<file path="src/rtl/core/iwpu_div.sv">
// ----------------------------------------------------------------------------
// iwpu_div
// Pipelined restoring divider, one quotient bit per stage, payload carried.
// ----------------------------------------------------------------------------
module iwpu_div #(
    parameter int DVD_W = 50,
    parameter int DVS_W = 31,
    parameter int QW    = 32,
    parameter int PW    = 8
) (
    input  logic             aclk,
    input  logic             aresetn,
    input  logic             adv,
    input  logic             in_valid,
    input  logic [DVD_W-1:0] in_dvd,
    input  logic [DVS_W-1:0] in_dvs,
    input  logic [PW-1:0]    in_pay,
    output logic             out_valid,
    output logic [QW-1:0]    out_quo,
    output logic             out_ovf,
    output logic [PW-1:0]    out_pay
);

    logic [QW-1:0]    valid_reg;
    logic [DVS_W-1:0] rem_reg   [QW];
    logic [QW-1:0]    low_reg   [QW];
    logic [QW-1:0]    quo_reg   [QW];
    logic [DVS_W-1:0] dvs_reg   [QW];
    logic             ovf_reg   [QW];
    logic [PW-1:0]    pay_reg   [QW];

    logic [DVS_W-1:0] rem_next  [QW];
    logic [QW-1:0]    low_next  [QW];
    logic [QW-1:0]    quo_next  [QW];
    logic [DVS_W-1:0] dvs_next  [QW];
    logic             ovf_next  [QW];
    logic [PW-1:0]    pay_next  [QW];

    logic [DVS_W-1:0] src_rem   [QW];
    logic [QW-1:0]    src_low   [QW];
    logic [QW-1:0]    src_quo   [QW];
    logic [DVS_W-1:0] src_dvs   [QW];
    logic             src_ovf   [QW];
    logic [PW-1:0]    src_pay   [QW];
    logic [DVS_W:0]   trial     [QW];
    logic [DVS_W:0]   diff      [QW];
    logic             ge        [QW];

    always_comb begin
        for (int k = 0; k < QW; k++) begin
            if (k == 0) begin
                // quotient overflows when the high part already reaches the divisor
                src_rem[k] = DVS_W'(in_dvd[DVD_W-1:QW]);
                src_low[k] = in_dvd[QW-1:0];
                src_quo[k] = '0;
                src_dvs[k] = in_dvs;
                src_ovf[k] = (DVS_W'(in_dvd[DVD_W-1:QW]) >= in_dvs);
                src_pay[k] = in_pay;
            end else begin
                src_rem[k] = rem_reg[k-1];
                src_low[k] = low_reg[k-1];
                src_quo[k] = quo_reg[k-1];
                src_dvs[k] = dvs_reg[k-1];
                src_ovf[k] = ovf_reg[k-1];
                src_pay[k] = pay_reg[k-1];
            end
            trial[k]    = {src_rem[k], src_low[k][QW-1]};
            ge[k]       = trial[k] >= {1'b0, src_dvs[k]};
            diff[k]     = trial[k] - {1'b0, src_dvs[k]};
            rem_next[k] = ge[k] ? diff[k][DVS_W-1:0] : trial[k][DVS_W-1:0];
            low_next[k] = src_low[k] << 1;
            quo_next[k] = {src_quo[k][QW-2:0], ge[k]};
            dvs_next[k] = src_dvs[k];
            ovf_next[k] = src_ovf[k];
            pay_next[k] = src_pay[k];
        end
    end

    always_ff @(posedge aclk) begin
        if (!aresetn) begin
            valid_reg <= '0;
        end else if (adv) begin
            valid_reg <= {valid_reg[QW-2:0], in_valid};
        end
    end

    always_ff @(posedge aclk) begin
        if (adv) begin
            rem_reg <= rem_next;
            low_reg <= low_next;
            quo_reg <= quo_next;
            dvs_reg <= dvs_next;
            ovf_reg <= ovf_next;
            pay_reg <= pay_next;
        end
    end

    assign out_valid = valid_reg[QW-1];
    assign out_quo   = quo_reg[QW-1];
    assign out_ovf   = ovf_reg[QW-1];
    assign out_pay   = pay_reg[QW-1];

endmodule

</file>
<file path="config.mk">
export PLATFORM = sky130hd
export DESIGN_NAME = iwpu_div
export DESIGN_NICKNAME = d
export VERILOG_FILES = /design/src/rtl/core/iwpu_div.sv
export SDC_FILE = /design/constraint.sdc
export NUM_CORES = 2
export LEC_CHECK = 0
export BUFFER_PORTS_ARGS = -buffer_cell sky130_fd_sc_hd__buf_2
export CAP_MARGIN = 40
export CORE_MARGIN = 2
export CORE_UTILIZATION = 35
export CTS_CLUSTER_SIZE = 28
export DETAILED_ROUTE_END_ITERATION = 8
export GPL_TIMING_DRIVEN = 0
export REMOVE_ABC_BUFFERS = 1
export SETUP_SLACK_MARGIN = 0.1
export SLEW_MARGIN = 15
export SYNTH_ARGS = -nofsm -noshare
export SYNTH_HDL_FRONTEND = slang
export SYNTH_SLANG_ARGS = --single-unit
</file>
<file path="constraint.sdc">
create_clock -name aclk -period 7.2 [get_ports aclk]
set_clock_uncertainty 0.2 [all_clocks]
set_input_delay 0.72 -clock aclk [delete_from_list [all_inputs] [get_ports aclk]]
set_output_delay 0.72 -clock aclk [all_outputs]
set_load 0.02 [all_outputs]
</file>
==> key figures <==
Detailed routing
  – Vias per cell: 4.90
  – Vias: between 90000 and 100k
  – DRT iter0 DRCs: 4257
  – DR WL/cell: 15.4 um
  – First drt pass iteration count: 5
  – WL final: 296000 um
  – Remaining antenna violation count: 0
  – DRC: 0

Critical path
  – Critical Path RT: ~7.6 ns
  – Crit end category: flip-flop
  – Critical Path Source Type: primary input
  – Worst Setup SP: adv
  – CP max-delay cell: buf_16
  – Top Family by Delay on Critical Path: buffers and inverters
  – FF-to-FF Start: rem_reg[466]$_DFFE_PP_
  – CP most frequent cell: buf_16
  – Crit path buffers/inverters: 10
  – Worst-path cell chain: buf_12 -> buf_16 -> buf_16 -> buf_16 -> buf_16 -> buf_16 -> buf_16 -> buf_16 -> buf_16 -> buf_16
  – Worst Path Max Fanout: 156
  – Worst path max stage delay: 0.57 ns
  – Setup Crit Path Kind: primary input to flip-flop
  – CP arrival: 6.56 ns

Logic synthesis
  – Sequential cell area fraction in the yosys report: between 60% and 70%
  – Ys async rst share: 0%
  – Synth warn: 0
  – Post-synth EDFFs: 3234
  – #FFs+latches synth: 3266
  – Mapped cell area: 0.159 mm2
  – Synth Area in Compound Gates: between 10 and 15%
  – Largest family of logic cells by synthesized area: compound AO/OA/AOI/OAI gates
  – Xor/xnor cell area share of the yosys netlist: 4.31%
  – Post-synth top flop: edfxtp_1
  – Multiplexer share of the synthesized area: 3.04%
  – Cell count after synthesis: 12500
  – Avg Cell Area, Syn: 12.7 um2
  – Post-Synth Adder-Cell Area: 8.23%
  – Synth Area in Simple Gates: 7.24%
  – Yosys cell types: 103

CTS
  – Total CTS buffers: 376
  – H-tree Lvls: 5
  – Clock-pin slew on the worst setup and hold paths: around 0.050 ns
  – Hold-fix buffers at CTS: 92
  – CTS root buffer: clkbuf_16
  – # clock sinks: approximately 3300
  – TritonCTS clock tree: yes
  – Clk Latency, worst-skew pair: 0.97 ns
  – Resized Gates After CTS: 0
  – # Post-CTS Setup Buffers: 0
  – Clk buf depth: 4

Finish
  – Nets: approximately 14000
  – Share of cells above drive strength 1: 7.44%
  – Most frequent cells in the layout: 3234 x edfxtp_1, 1211 x inv_1, 998 x ha_1
  – Finished Core Util: 40.0%
  – Most common cell after layout, fill and taps aside: edfxtp_1
  – Fill cells: about 42000
  – Fin area: 0.181 mm2
  – Layout area overhead: 13.7%

Floorplanning
  – I/O pins: roughly 140
  – Die Wd: ~680 um
  – Die Area: 0.460 mm2
  – Rows: 247
  – Initial Util: 35.2%
  – Die Y: 679 um
  – Core box area: between 0.4 and 0.5 mm2

GRT
  – Vias in the first global route: 97700
  – Initial antenna violation count: 4
  – GRT Max-Usage Layer: met2
  – Grt met2 use: 25.4%
  – GR Util All Layers: 12.6%
  – M3 GR Usage: roughly 2%
  – Grt total ovfl: 0
  – Global-route wire length before repair: 478000 um
  – Largest net degree at the start of global routing: approximately 160
  – M1 GR Usage: a little under an eighth

Min path
  – Hold Crit Start: adv
  – Hold Path Class: primary input to flip-flop

STA
  – RSZ-0062 raised after global routing: no
  – Final Slew Violations: 0
  – Final hold slack: between 0.08 and 0.09 ns
  – Final hold vios: 0
  – Final Setup Violations: 0
  – Fmax: about 160 MHz
  – Final min period: 6.17 ns
  – Worst-Margin Slew: 1.00 ns
  – Slew HR: 32.0%
  – Final period utilization: 85.7%

Power
  – Switch share: 34.4%
  – Power per cell area: 428 mW/mm2
  – Internal power: 0.0508 W
  – P_leak: 70.9 nW
  – Logic pwr share: 39.6%
  – Peak VDD IR: 263 uV
  – NetSw: 0.0267 W
  – Clock power frac: between 20% and 30%
  – Sequential share of power: 36.8%

Placement
  – Placed Area: 0.168 mm2
  – IO buf count: 134
  – Hpwl dp: approximately 210000 um
  – Gpl congestion: 0.903

Run status
  – Status: complete, no violations

Job
  – Number of max-cap violations: 0
==> stage by stage <==
step,power [W],worst slack (ns),setup TNS [ns],cells
2_1_floorplan,0.0515,-0.0801,-0.0801,12300
3_3_place_gp,0.0607,-49.22,-,18400
4_1_cts,0.0784,0.918,0,19200
3_5_place_dp,0.0594,-0.158,-21.31,18500
6_report,0.0776,1.03,0,19200
5_1_grt,0.0830,0.482,0,19200
==> area by class of cell <==
type	count	area, um2	share of cell area, %
clock inverter	210	2140	1.18
tap	5976	7480	4.13
clock buffer	458	9740	5.38
antenna	18	45.0	0.0249
sequential	3266	97800	54.0
multi-input combinational	7780	56200	31.0
inverter	1218	4570	2.53
timing repair buffer	304	3100	1.71
==> per-layer routing <==
layer  vias to the layer above  share of wire [%]
li1                      47100                  -
met1                     44500                 35
met2                      1531                 55
met3                       952                3.3
met4                         2                6.9
met5                         -             0.0044
==> synth_stat cells (all sizes together) (21+ instances only) <==
master / count / area (um2)
a211o: 24 / 210
nor2b: 189 / 1180
nand4: 128 / 801
a21o: 482 / 3620
mux2i: 59 / 591
mux2: 378 / 4260
or3: 48 / 300
nor3: 113 / 581
and4: 29 / 254
and3: 92 / 576
a211oi: 66 / 495
o21a: 147 / 1100
o31a: 39 / 343
inv: 1218 / 4570
clkbuf: 144 / 541
ha: 998 / 12500
buf: 83 / 442
o31ai: 65 / 498
xor2: 318 / 2790
a2111oi: 23 / 251
a21boi: 46 / 345
nand2: 765 / 2870
a221oi: 21 / 203
a31oi: 110 / 722
dfxtp: 32 / 641
nand2b: 144 / 901
nor2: 623 / 2340
xnor2: 465 / 4070
o21ai: 815 / 4080
nand3: 143 / 716
edfxtp: 3234 / 97100
o21bai: 110 / 826
o211ai: 43 / 328
or2: 31 / 194
a31o: 26 / 228
and2: 35 / 219
a21oi: 914 / 4590
nor4: 28 / 175
fa: 31 / 621
==> power by group through the flow <==
| stage | sequential (W) | combinational [W] | clock, W |
|---|---|---|---|
| 2_1_floorplan | 0.0282 | 0.0233 | 0 |
| 3_3_place_gp | 0.0309 | 0.0298 | 0 |
| 3_5_place_dp | 0.0289 | 0.0305 | 0 |
| 4_1_cts | 0.0285 | 0.0308 | 0.0191 |
| 5_1_grt | 0.0289 | 0.0343 | 0.0198 |
| 6_report | 0.0285 | 0.0307 | 0.0183 |
==> path summary, 6_finish.rpt <==
| path | cells after the start | slack (ns) | end |
|---|---|---|---|
| setup / recovery | 10 | 1.03 | rem_reg[33]$_DFFE_PP_ |
| hold / removal | 1 | 0.09 | dvs_next[957]$_DFFE_PP_ |
| setup reg to reg | 17 | 2.02 | rem_reg[437]$_DFFE_PP_ |
| hold reg to reg | 0 | 0.15 | quo_next[324]$_DFFE_PP_ |
==> cells by family after synthesis <==
family / after synthesis
AOI/OAI and AO/OA: 3111
buffers and inverters: 1445
and+or+nand+nor: 2420
DFF: 3266
muxes: 437
adders and majority gates: 1029
xor gates and xnor gates: 783
Power figures use the tool's default switching activity.
