**src/rtl/core/iwpu_pkg.sv**
```systemverilog
// ----------------------------------------------------------------------------
// iwpu_pkg
// Shared types, constants and helpers for the ice/water phase update pipeline.
// ----------------------------------------------------------------------------
package iwpu_pkg;

    // phase encoding
    localparam logic [1:0] PH_ICE    = 2'd0;
    localparam logic [1:0] PH_MELT   = 2'd1;
    localparam logic [1:0] PH_FREEZE = 2'd2;
    localparam logic [1:0] PH_WATER  = 2'd3;

    // Q16.16 constants
    localparam logic signed [31:0] T_249 = 32'sd16318464;
    localparam logic signed [31:0] T_250 = 32'sd16384000;
    localparam logic signed [31:0] T_251 = 32'sd16449536;
    localparam logic signed [31:0] C_2P1 = 32'sd137626;
    localparam logic signed [31:0] C_4P2 = 32'sd275251;
    localparam logic signed [31:0] S32_MAX = 32'sh7fff_ffff;
    localparam logic signed [31:0] S32_MIN = 32'sh8000_0000;

    // divider geometry
    localparam int DVD_W = 50;   // |137626 * heat| < 2^49
    localparam int DVS_W = 31;   // latent heat width
    localparam int QUO_W = 32;

    localparam int LH_W  = 31;

    typedef struct packed {
        logic [11:0]        tag;
        logic signed [31:0] temp;
        logic signed [31:0] heat;
        logic [1:0]         phase;
        logic signed [31:0] dt;
        logic               flag;
        logic               mid;   // melting or freezing path
        logic               neg;   // quotient sign
    } ctx_t;

    function automatic logic signed [31:0] sat32(input logic signed [63:0] v);
        logic signed [31:0] r;
        if (v > 64'sd2147483647) begin
            r = S32_MAX;
        end else if (v < -64'sd2147483648) begin
            r = S32_MIN;
        end else begin
            r = v[31:0];
        end
        return r;
    endfunction

    function automatic logic [LH_W-1:0] lh_eff(input logic [LH_W-1:0] lh);
        logic [LH_W-1:0] r;
        r = (lh == '0) ? LH_W'(1) : lh;
        return r;
    endfunction

endpackage

```
**src/rtl/core/iwpu_front.sv**
```systemverilog
// ----------------------------------------------------------------------------
// iwpu_front
// Phase entry, then dividend/divisor setup for the shared divider.
// ----------------------------------------------------------------------------
module iwpu_front (
    input  logic                         aclk,
    input  logic                         aresetn,
    input  logic                         adv,
    input  logic                         in_valid,
    input  iwpu_pkg::ctx_t               in_ctx,
    input  logic [iwpu_pkg::LH_W-1:0]    latent_heat,
    output logic                         out_valid,
    output logic [iwpu_pkg::DVD_W-1:0]   out_dvd,
    output logic [iwpu_pkg::DVS_W-1:0]   out_dvs,
    output iwpu_pkg::ctx_t               out_ctx
);

    logic [iwpu_pkg::LH_W-1:0]  lh;
    iwpu_pkg::ctx_t             c1_next;
    iwpu_pkg::ctx_t             c1_reg;
    logic                       v1_reg;

    iwpu_pkg::ctx_t             c2_next;
    logic signed [49:0]         prod;
    logic signed [49:0]         h_x;
    logic signed [31:0]         k;
    logic [iwpu_pkg::DVD_W-1:0] dvd_next;
    logic [iwpu_pkg::DVS_W-1:0] dvs_next;

    logic                       v2_reg;
    iwpu_pkg::ctx_t             c2_reg;
    logic [iwpu_pkg::DVD_W-1:0] dvd_reg;
    logic [iwpu_pkg::DVS_W-1:0] dvs_reg;

    assign lh = iwpu_pkg::lh_eff(latent_heat);

    // stage 1: phase entry
    always_comb begin
        c1_next = in_ctx;
        if (in_ctx.phase == iwpu_pkg::PH_ICE && in_ctx.temp > iwpu_pkg::T_250) begin
            c1_next.phase = iwpu_pkg::PH_MELT;
            c1_next.temp  = iwpu_pkg::T_250;
            c1_next.heat  = '0;
        end else if (in_ctx.phase == iwpu_pkg::PH_WATER &&
                     in_ctx.temp < iwpu_pkg::T_250) begin
            c1_next.phase = iwpu_pkg::PH_FREEZE;
            c1_next.temp  = iwpu_pkg::T_250;
            c1_next.heat  = {1'b0, lh};
        end
        c1_next.mid = (c1_next.phase == iwpu_pkg::PH_MELT) ||
                      (c1_next.phase == iwpu_pkg::PH_FREEZE);
        c1_next.neg = 1'b0;
    end

    // stage 2: blend numerator or heat-to-temperature numerator
    always_comb begin
        c2_next = c1_reg;
        h_x     = 50'(c1_reg.heat);
        k       = (c1_reg.temp > iwpu_pkg::T_250) ? iwpu_pkg::C_4P2 : iwpu_pkg::C_2P1;
        if (c1_reg.mid) begin
            prod     = h_x * 50'(iwpu_pkg::C_2P1);
            dvs_next = lh;
        end else begin
            prod     = h_x <<< 16;
            dvs_next = iwpu_pkg::DVS_W'(k);
        end
        c2_next.neg = prod[49];
        dvd_next    = prod[49] ? iwpu_pkg::DVD_W'(-prod) : iwpu_pkg::DVD_W'(prod);
    end

    always_ff @(posedge aclk) begin
        if (!aresetn) begin
            v1_reg <= 1'b0;
            v2_reg <= 1'b0;
        end else if (adv) begin
            v1_reg <= in_valid;
            v2_reg <= v1_reg;
        end
    end

    always_ff @(posedge aclk) begin
        if (adv) begin
            c1_reg  <= c1_next;
            c2_reg  <= c2_next;
            dvd_reg <= dvd_next;
            dvs_reg <= dvs_next;
        end
    end

    assign out_valid = v2_reg;
    assign out_dvd   = dvd_reg;
    assign out_dvs   = dvs_reg;
    assign out_ctx   = c2_reg;

endmodule

```
**config.mk**
```make
export PLATFORM = sky130hd
export DESIGN_NAME = iwpu_front
export DESIGN_NICKNAME = d
export VERILOG_FILES = /design/src/rtl/core/iwpu_pkg.sv /design/src/rtl/core/iwpu_front.sv
export SDC_FILE = /design/constraint.sdc
export NUM_CORES = 1
export LEC_CHECK = 0
export ABC_AREA = 1
export BUFFER_PORTS_ARGS = -buffer_cell sky130_fd_sc_hd__buf_2
export CORE_UTILIZATION = 40
export CTS_BUF_LIST = sky130_fd_sc_hd__clkbuf_4 sky130_fd_sc_hd__clkbuf_8 sky130_fd_sc_hd__clkbuf_16
export DETAILED_ROUTE_END_ITERATION = 6
export PLACE_DENSITY_LB_ADDON = 0.25
export SETUP_SLACK_MARGIN = 0.2
export SLEW_MARGIN = 20
export SYNTH_ARGS = -nofsm -noshare
export SYNTH_HDL_FRONTEND = slang
export SYNTH_SLANG_ARGS = --single-unit
```
**constraint.sdc**
```tcl
create_clock -name aclk -period 13.1 [get_ports aclk]
set_clock_uncertainty 0.2 [all_clocks]
set_input_delay 1.31 -clock aclk [delete_from_list [all_inputs] [get_ports aclk]]
set_output_delay 1.31 -clock aclk [all_outputs]
set_load 0.05 [all_outputs]
```
==> summary.md <==
| Metric | Value |
|---|---|
| Unrepaired setup endpoints after global routing | false |
| Clock sinks | 307 |
| Clk slew on worst S/H paths | 0.06 ns |
| Synthesized flop and latch total | 307 |
| Slew HR | around a third |
| Register area | 9200 um^2 |
| Reg2reg path depth | 29 |
| Number of nets in the layout | 3,560 |
| Post-DR vias/cell | between 4 and 5 |
| Share of the synthesized area in the top cell type | 38.0% |
| WL/cell | about 17 um |
| Routability-driven placement congestion ratio | 0.918 |
| Sequential-to-total area share from yosys stat | 38.1% |
| Post-synth top cells | 692 x inv_1, 581 x nand2_1, 305 x edfxtp_1 |
| Vias in the first global route | 18,300 |
| Antenna violations before repair | 0 |
| Worst path arrival time | 7.38 ns |
| Post-Syn Instances | approximately 2,600 |
| Core ar. | 59,400 um^2 |
| CTS Hold Buffers Added | 0 |
| Hold Slack | approximately 0.22 ns |
| DRC viols | 11 |
| Critical-path top delay cell | edfxtp_1 |
| Fill count | 5,755 |
| Final hold vios | 0 |
| CTS tree | built |
| Distinct cell type count after synthesis | 40 |
| Worst path max stage delay | 0.73 ns |
| WP data required | ~13 ns |
| Chip width | 248 um |
| Multi-input gate area | 12,100 um^2 |
| Cell Area, Synth | 24,100 um^2 |
| Via count | 18,100 |
| Count leader, synth | inv_1 |
| FMAX | 0.137 GHz |
| Worst Hold Class | reg -> reg |
| Setup TNS | 0 ns |
| Synth Warn # | 0 |
| Pre-CTS setup slack | 5.86 ns |
| Core Util, Final | 47.1% |
| # Post-CTS Setup Buffers | 0 |
| Post-synth ARST share | 0% |
| Die area | 61,300 um^2 |
| CP Capture Point | out_dvd[37] |
| DP HPWL | about 50 mm |
| CP Max Fanout | 34 |
| GRT Util Overall | 20.6% |
| Die H | between 200 and 250 um |
| Dominant cells by area after synthesis | edfxtp_1 38%, fa_1 15%, ha_1 12% |
| Worst R2R Setup Slack | approximately 6 ns |
| CP Launch Point | c1_reg[54] |
| Fraction of layout cells with a size suffix above 1 | 16.5% |
| Post-synthesis area per instance | 9.13 um^2 |
| Clk_lat worst skew | 0.56 ns |
| Worst setup path class | reg -> reg |
| Final WS setup | 5.83 ns |
| H-tree depth | 2 |
| Endpoints failing setup | 0 |
| Max reg flops | 113 |
| Slew Limit Fails | 0 |
| Most common cell on crit path | nand2_1 |
| Routed Antenna Nets | 0 |
| CTS Buf Count | 36 |
| Tightest Pin Transition | slightly above 1 ns |
| Top_reg_cell synth | edfxtp_1 |
| Failing checks | DRC |
| Total Wirelength | 62.6 mm |
| CTS root buffer | clkbuf_16 |
| I/O Buffers | 339 |
| Cell row count | 89 |
| # IOs | approximately 340 |
| # diodes | 0 |
| First-pass DRT Iterations | 7 |
| Max-Cap Viols | 0 |
| Critical Path Sink Type | register |
| Largest area contributor in the netlist | edfxtp_1 |
| CTS resizes | 0 |
| Initial core utilization | between 40% and 50% |
| Clock buffer depth | 3 |
| Area grow syn2layout | 16.0% |
| Pin count of the biggest net entering global routing | 102 |
| First-pass GRT wire length | 97.2 mm |
| Grt ovf | 0 |
| Startpoint Class | register |
| Critical R2R Capture | out_dvd[37] |
| Outcome | finished with violations |
| Period utilization | 55.5% |
| Clock period minus worst slack | 7.27 ns |
| Syn nets | 3,208 |
| Reg2Reg Launch Point | c1_reg[54] |
| DR iter-0 viols | approximately 1,100 |
| Number of synthesized flops with an enable pin | roughly 300 |
==> worst min-delay path by stage <==
stage | startpoint | to | slack, ns | cells past startpoint
finish | c1_reg[6] | out_ctx[6] | 0.22 | 0
global route | c1_reg[13] | out_ctx[13] | 0.22 | 0
CTS | c1_reg[13] | out_ctx[13] | 0.22 | 0
detailed placement | c1_reg[15] | out_ctx[15] | 0.20 | 0
global placement | c1_reg[26] | out_ctx[26] | 0.20 | 0
floorplan | c1_reg[101] | out_ctx[101] | 0.20 | 0
==> final cells by class <==
type,count,area share [%]
clock buffers,42,3.45
clock inverters,24,1.10
inverters,703,9.44
multi-input cells,1597,43.3
flip-flops and latches,307,32.9
well taps,773,3.46
repair buffers,348,6.34
==> logic make-up after synthesis <==
| family | after synthesis | synth area share [%] |
|---|---|---|
| adder cells (fa/ha/maj) | 419 | 27.4 |
| flip-flops | 307 | 38.1 |
| AO/OA/AOI/OAI | 131 | 3.21 |
| AND/OR/NAND/NOR | 997 | 17.9 |
| other | 1 | 0.0155 |
| buffers and inverters | 737 | 11.6 |
| XOR/XNOR | 49 | 1.78 |
==> metrics by stage <==
step / instances / instance area (um^2)
finish: 3794 / 28000
global route: 3794 / 28000
CTS: 3794 / 28000
detailed placement: 3728 / 26700
global placement: 3728 / 26700
floorplan: 2641 / 24100
==> critical path: cells and delay by family, from the launching register on <==
family	cells	cell delay, ns
fa+ha+maj	7	3.43
xor+xnor	1	0.16
flops	1	0.73
simple gates	15	1.78
buf+inv	6	0.70
==> layout by cell type (no fill, tap or decap), types with 4 or more instances in the layout <==
cell type and count:
inv_1 692, nand2_1 581, buf_2 338, edfxtp_1 305
ha_1 238, fa_1 181, nor2_1 159, nand3_1 120
o21ai_0 43, a21oi_1 38, clkbuf_16 36, nand4_1 33
xor2_1 29, o21bai_1 27, or2_2 22, xnor2_1 20
nor2_2 18, nor4_1 16, nand2_2 14, nand3_2 14
o211ai_1 13, inv_2 9, nor3_1 9, clkinv_2 9
buf_4 9, bufinv_16 6, clkinv_1 4
==> per-layer routing <==
metal	vias up	share of wire [%]	global-route usage, %
li1	8927	-	-
met1	8605	45	28.2
met2	473	46	33.5
met3	61	6.8	3.80
met4	0	1.9	5.11
met5	-	0	0
Power is left out: the tool's default activity adds up to more than one toggle a clock period on the data nets, which glitch-free logic cannot reach.
