**src/rtl/core/iwpu_pkg.sv**
```systemverilog
// ----------------------------------------------------------------------------
// iwpu_pkg
// Shared types, constants and helpers for the ice/water phase update pipeline.
// ----------------------------------------------------------------------------
package iwpu_pkg;

    // phase encoding
    localparam logic [1:0] PH_ICE    = 2'd0;
    localparam logic [1:0] PH_MELT   = 2'd1;
    localparam logic [1:0] PH_FREEZE = 2'd2;
    localparam logic [1:0] PH_WATER  = 2'd3;

    // Q16.16 constants
    localparam logic signed [31:0] T_249 = 32'sd16318464;
    localparam logic signed [31:0] T_250 = 32'sd16384000;
    localparam logic signed [31:0] T_251 = 32'sd16449536;
    localparam logic signed [31:0] C_2P1 = 32'sd137626;
    localparam logic signed [31:0] C_4P2 = 32'sd275251;
    localparam logic signed [31:0] S32_MAX = 32'sh7fff_ffff;
    localparam logic signed [31:0] S32_MIN = 32'sh8000_0000;

    // divider geometry
    localparam int DVD_W = 50;   // |137626 * heat| < 2^49
    localparam int DVS_W = 31;   // latent heat width
    localparam int QUO_W = 32;

    localparam int LH_W  = 31;

    typedef struct packed {
        logic [11:0]        tag;
        logic signed [31:0] temp;
        logic signed [31:0] heat;
        logic [1:0]         phase;
        logic signed [31:0] dt;
        logic               flag;
        logic               mid;   // melting or freezing path
        logic               neg;   // quotient sign
    } ctx_t;

    function automatic logic signed [31:0] sat32(input logic signed [63:0] v);
        logic signed [31:0] r;
        if (v > 64'sd2147483647) begin
            r = S32_MAX;
        end else if (v < -64'sd2147483648) begin
            r = S32_MIN;
        end else begin
            r = v[31:0];
        end
        return r;
    endfunction

    function automatic logic [LH_W-1:0] lh_eff(input logic [LH_W-1:0] lh);
        logic [LH_W-1:0] r;
        r = (lh == '0) ? LH_W'(1) : lh;
        return r;
    endfunction

endpackage

```
**src/rtl/core/iwpu_back.sv**
```systemverilog
// ----------------------------------------------------------------------------
// iwpu_back
// Quotient signing, heat gain or temperature update, phase rules, output reg.
// ----------------------------------------------------------------------------
module iwpu_back (
    input  logic                         aclk,
    input  logic                         aresetn,
    input  logic                         adv,
    input  logic                         in_valid,
    input  logic [iwpu_pkg::QUO_W-1:0]   in_quo,
    input  logic                         in_ovf,
    input  iwpu_pkg::ctx_t               in_ctx,
    input  logic [iwpu_pkg::LH_W-1:0]    latent_heat,
    input  logic signed [31:0]           temp_upper,
    input  logic signed [31:0]           temp_lower,
    output logic                         out_valid,
    output iwpu_pkg::ctx_t               out_ctx
);

    logic [iwpu_pkg::LH_W-1:0] lh;
    logic                      big;
    logic signed [31:0]        q_s;
    iwpu_pkg::ctx_t            c3_next, c3_reg;
    logic signed [31:0]        spec_next, spec_reg;
    iwpu_pkg::ctx_t            c4_next, c4_reg;
    logic signed [63:0]        prod_next, prod_reg;
    logic signed [31:0]        t_sum;
    iwpu_pkg::ctx_t            c5_next, c5_reg;
    logic signed [31:0]        gain;
    iwpu_pkg::ctx_t            c6_next, out_reg;
    logic signed [33:0]        neg_h;
    logic signed [43:0]        rev_lim;
    logic                      rev_melt;
    logic                      v3_reg, v4_reg, v5_reg, out_valid_reg;

    assign lh = iwpu_pkg::lh_eff(latent_heat);

    // stage 3: signed, saturated quotient
    always_comb begin
        big = in_ovf || (in_ctx.neg ? (in_quo > 32'h8000_0000) : in_quo[31]);
        if (big) begin
            q_s = in_ctx.neg ? iwpu_pkg::S32_MIN : iwpu_pkg::S32_MAX;
        end else begin
            q_s = in_ctx.neg ? -$signed(in_quo) : $signed(in_quo);
        end
        c3_next   = in_ctx;
        spec_next = iwpu_pkg::sat32(64'(iwpu_pkg::C_2P1) + 64'(q_s));
        if (!in_ctx.mid) begin
            c3_next.temp = iwpu_pkg::sat32(64'(in_ctx.temp) + 64'(q_s));
        end
    end

    // stage 4: heat gain product, or add change and clamp
    always_comb begin
        c4_next   = c3_reg;
        prod_next = 64'(c3_reg.dt) * 64'(spec_reg);
        t_sum     = iwpu_pkg::sat32(64'(c3_reg.temp) + 64'(c3_reg.dt));
        if (!c3_reg.mid) begin
            if (t_sum > temp_upper) begin
                t_sum = temp_upper;
            end
            if (t_sum < temp_lower) begin
                t_sum = temp_lower;
            end
            c4_next.temp = t_sum;
            c4_next.heat = '0;
        end
    end

    // stage 5: floor to Q16.16 and accumulate
    always_comb begin
        c5_next = c4_reg;
        gain    = iwpu_pkg::sat32(prod_reg >>> 16);
        if (c4_reg.mid) begin
            c5_next.heat = iwpu_pkg::sat32(64'(c4_reg.heat) + 64'(gain));
        end
    end

    // stage 6: reversal and completion rules
    always_comb begin
        c6_next  = c5_reg;
        neg_h    = -34'(c5_reg.heat);
        rev_lim  = 44'(neg_h) * 44'sd300;
        // heat < -(lh/300) rewritten without the division
        rev_melt = c5_reg.heat < 0 && rev_lim > $signed({13'b0, lh});
        if (c5_reg.mid) begin
            if (c6_next.phase == iwpu_pkg::PH_MELT && rev_melt) begin
                c6_next.phase = iwpu_pkg::PH_ICE;
                c6_next.temp  = iwpu_pkg::T_249;
                c6_next.heat  = '0;
            end else if (c6_next.phase == iwpu_pkg::PH_FREEZE &&
                         c6_next.heat > $signed({1'b0, lh})) begin
                c6_next.phase = iwpu_pkg::PH_WATER;
                c6_next.temp  = iwpu_pkg::T_251;
                c6_next.heat  = '0;
            end
            if (c6_next.phase == iwpu_pkg::PH_MELT &&
                c6_next.heat > $signed({1'b0, lh})) begin
                c6_next.phase = iwpu_pkg::PH_WATER;
                c6_next.temp  = iwpu_pkg::T_251;
                c6_next.heat  = '0;
                c6_next.flag  = 1'b1;
            end else if (c6_next.phase == iwpu_pkg::PH_FREEZE && c6_next.heat < 0) begin
                c6_next.phase = iwpu_pkg::PH_ICE;
                c6_next.temp  = iwpu_pkg::T_249;
                c6_next.heat  = '0;
                c6_next.flag  = 1'b1;
            end
        end
    end

    always_ff @(posedge aclk) begin
        if (!aresetn) begin
            v3_reg        <= 1'b0;
            v4_reg        <= 1'b0;
            v5_reg        <= 1'b0;
            out_valid_reg <= 1'b0;
        end else if (adv) begin
            v3_reg        <= in_valid;
            v4_reg        <= v3_reg;
            v5_reg        <= v4_reg;
            out_valid_reg <= v5_reg;
        end
    end

    always_ff @(posedge aclk) begin
        if (adv) begin
            c3_reg   <= c3_next;
            spec_reg <= spec_next;
            c4_reg   <= c4_next;
            prod_reg <= prod_next;
            c5_reg   <= c5_next;
            out_reg  <= c6_next;
        end
    end

    assign out_valid = out_valid_reg;
    assign out_ctx   = out_reg;

endmodule
```
**config.mk**
```make
export PLATFORM = sky130hd
export DESIGN_NAME = iwpu_back
export DESIGN_NICKNAME = d
export VERILOG_FILES = /design/src/rtl/core/iwpu_pkg.sv /design/src/rtl/core/iwpu_back.sv
export SDC_FILE = /design/constraint.sdc
export NUM_CORES = 2
export LEC_CHECK = 0
export BUFFER_PORTS_ARGS = -buffer_cell sky130_fd_sc_hd__buf_4
export CAP_MARGIN = 20
export CELL_PAD_IN_SITES_DETAIL_PLACEMENT = 0
export CELL_PAD_IN_SITES_GLOBAL_PLACEMENT = 1
export CORE_MARGIN = 1.5
export CORE_UTILIZATION = 51
export DETAILED_ROUTE_END_ITERATION = 8
export PLACE_DENSITY_LB_ADDON = 0.1
export RECOVER_POWER = 100
export REMOVE_ABC_BUFFERS = 1
export SYNTH_ARGS = -nofsm -noshare
export SYNTH_HDL_FRONTEND = slang
export SYNTH_SLANG_ARGS = --single-unit
```
**constraint.sdc**
```tcl
create_clock -name aclk -period 16.1 [get_ports aclk]
set_input_delay 1.61 -clock aclk [delete_from_list [all_inputs] [get_ports aclk]]
set_output_delay 1.61 -clock aclk [all_outputs]
set_load 0.1 [all_outputs]
```
==> out/qor.txt <==
Post-DP HPWL: 169000 um
Drt drc: 0
RSZ-0062 raised after global routing: no
Post-Synth Simple-Gate Area: 14.0%
First-pass GRT wire length: 344000 um
Measured slew at the worst slew-check pin: 5.97 ns
Initial antenna violation count: 11
Die extent in x: 383 um
CP Max Fanout: 43
Status: finished with violations
Worst path slowest cell: clkbuf_1
Share of cells above drive strength 1: 6.37%
Cts bufs inserted: 67
Row Count: 139
Dpl ws: 2.61 ns
Max-Cap Viols: 48
Dpl cell area: 78200 um2
# fillers: 13.1k
CP Class: flop to flop
Syn Inst Count: 7609
Worst Hold Launch: c3_reg[104]
Post-DR vias/cell: 5.65
Grt met3 use: 4.38%
Full die area: 147000 um2
Worst Hold Class: flop to flop
Post-Syn Area: 73600 um2
Clk buf depth: 3
# H-tree levels: 3
XOR/XNOR Fraction of Synth Area: 3.30%
Synth Warn #: 0
# clock sinks: 536
Synth Area in Compound Gates: 9.88%
Final setup margin: 1.69 ns
Gr ovfl total: 0
Most common cell after layout, fill and taps aside: inv_1
Vias: 55.1k
Mux cell area share after synthesis: 1.07%
Worst Setup Start Kind: flop
Die Y: 383 um
Distinct cells, synth: 105
Clock Skew: 0.0429 ns
CP peak stage delay: 2.19 ns
Final Hold Viols: 0
Largest net degree at the start of global routing: 98
Hold_buf cts: 0
TritonRoute pass-1 iters: 6
Crit Reg-Reg Startpoint: c3_reg[17]
Vias in the first global route: 57.7k
Ys async rst share: 0%
Failing checks: capacitance limit, slew limit
Core area: 143000 um2
Number of synthesized flops with an enable pin: 532
Root Buffer: clkbuf_16
Tcrit/Tclk final: 89.5%
Post-Syn Area per Cell: 9.67 um2
Worst-skew pair later-pin latency: 0.70 ns
Final setup fails: 0
GPL Wtd Cong: 0.898
Area Overhead vs Synth: 7.99%
GR peak layer: met2
I/O Buffers: 358
Sequential-to-total area share from yosys stat: 21.8%
CTS tree: done
Met2 global-route usage: 52.0%
Main combinational cell family by area after synthesis: adder cells
Yosys reg bits: 536
Antenna Nets Post-Route: 0
Most frequent CP cell: o21ai_0
Crit. Startpoint: c3_reg[17]
Top FF cell, synth: edfxtp_1
Maximum clock rate: 0.0694 GHz
Setup repair bufs after CTS: 0
Post-layout min period: 14.41 ns
Clock slew at reported path FFs: 0.06 ns
Initial core utilization: 51.3%
Drt initial violations: 3688
Detailed Route WL: 223000 um
Setup TNS: 0 ns
CP required: 16.50 ns
Final Net Count: 9719
Max Slew Vio Count: 1909
M1 GR Usage: 40.8%
I/O pins: 359
Relative slew slack: -298%
Drt wl/cell: 22.9 um
Tot GR Track Use: 31.0%
Worst setup EP type: flop
Crit path arrival time: 14.81 ns
Post-cts sizing count: 0
Commonest cells after routing, fill and taps aside: inv_1 (1504), fa_1 (1148), nand2_1 (1051), edfxtp_1 (532), ha_1 (527)
Post-synthesis adder-cell area fraction: 40.3%
Final instance area: 79500 um2
==> path summary, 6_finish.rpt <==
| check | end | depth (start not counted) | slack [ns] |
|---|---|---|---|
| worst min-delay path | c4_reg[104] | 0 | 0.41 |
| worst min register to register | c4_reg[104] | 0 | 0.41 |
| worst max-delay path | c4_reg[98] | 33 | 1.69 |
| worst max register to register | c4_reg[98] | 33 | 1.69 |
==> through the flow <==
| stage | hold slack, ns | instances | utilization [%] |
|---|---|---|---|
| 6_report | 0.411 | 9761 | 55.4 |
| 5_1_grt | 0.420 | 9755 | 55.4 |
| 4_1_cts | 0.410 | 9751 | 56.0 |
| 3_5_place_dp | 0.405 | 9632 | 54.5 |
| 3_3_place_gp | 0.400 | 9632 | 54.5 |
| 2_1_floorplan | 0.400 | 7262 | - |
==> critical path, delay by kind of cell, from the launching register on <==
family / cells / cell delay [ns]
AOI/OAI and AO/OA: 14 / 3.82
xor gates and xnor gates: 1 / 0.08
adders and majority gates: 3 / 1.18
buffers and inverters: 5 / 4.03
DFF: 1 / 0.32
muxes: 5 / 3.20
and+or+nand+nor: 5 / 1.39
==> cell usage after synthesis (31+ instances only) <==
master	count	area share (%)
ha_1	527	9.0
nor4_1	34	0.29
nand3_1	77	0.52
xor2_1	84	1.0
xnor2_1	191	2.3
o32ai_2	39	0.86
nor3_1	72	0.49
a21oi_1	267	1.8
nor2_1	241	1.2
and2_1	330	2.8
o22ai_1	40	0.34
mux2_2	31	0.47
a211oi_1	35	0.36
fa_1	1149	31
a21o_1	104	1.1
edfxtp_1	532	22
nand4_1	63	0.54
o21ai_0	201	1.4
mux2i_1	44	0.60
o21bai_1	31	0.32
inv_1	1504	7.7
nand2_1	1048	5.3
clkbuf_1	303	1.5
nor2b_1	50	0.43
nand2b_1	71	0.60
o21a_1	31	0.32
==> metal layers <==
metal / wire, um / part of all wire [%]
met2: 107000 / 48
met1: 92200 / 41
met3: 14400 / 6.4
met4: 9770 / 4.4
met5: 31 / 0.014
==> layout make-up <==
type                            instances  area (um2)  share of cell area (%)
Multi-Input combinational cell       5220       50200                    63.2
Tap cell                             1903        2380                    3.00
Inverter                             1506        5650                    7.11
Antenna cell                           10        25.0                  0.0315
Timing Repair Buffer                  467        2870                    3.61
Clock buffer                           83        1760                    2.21
Sequential cell                       536       16100                    20.2
Clock inverter                         36         495                   0.624
==> logic make-up after synthesis <==
kind of cell / after synthesis
AO/OA/AOI/OAI: 1043
AND/OR/NAND/NOR: 2143
XOR/XNOR: 276
flip-flops: 536
multiplexers: 75
buffers and inverters: 1853
adder cells (fa/ha/maj): 1683
Power is left out: the tool's default activity adds up to more than one toggle a clock period on the data nets, which glitch-free logic cannot reach.
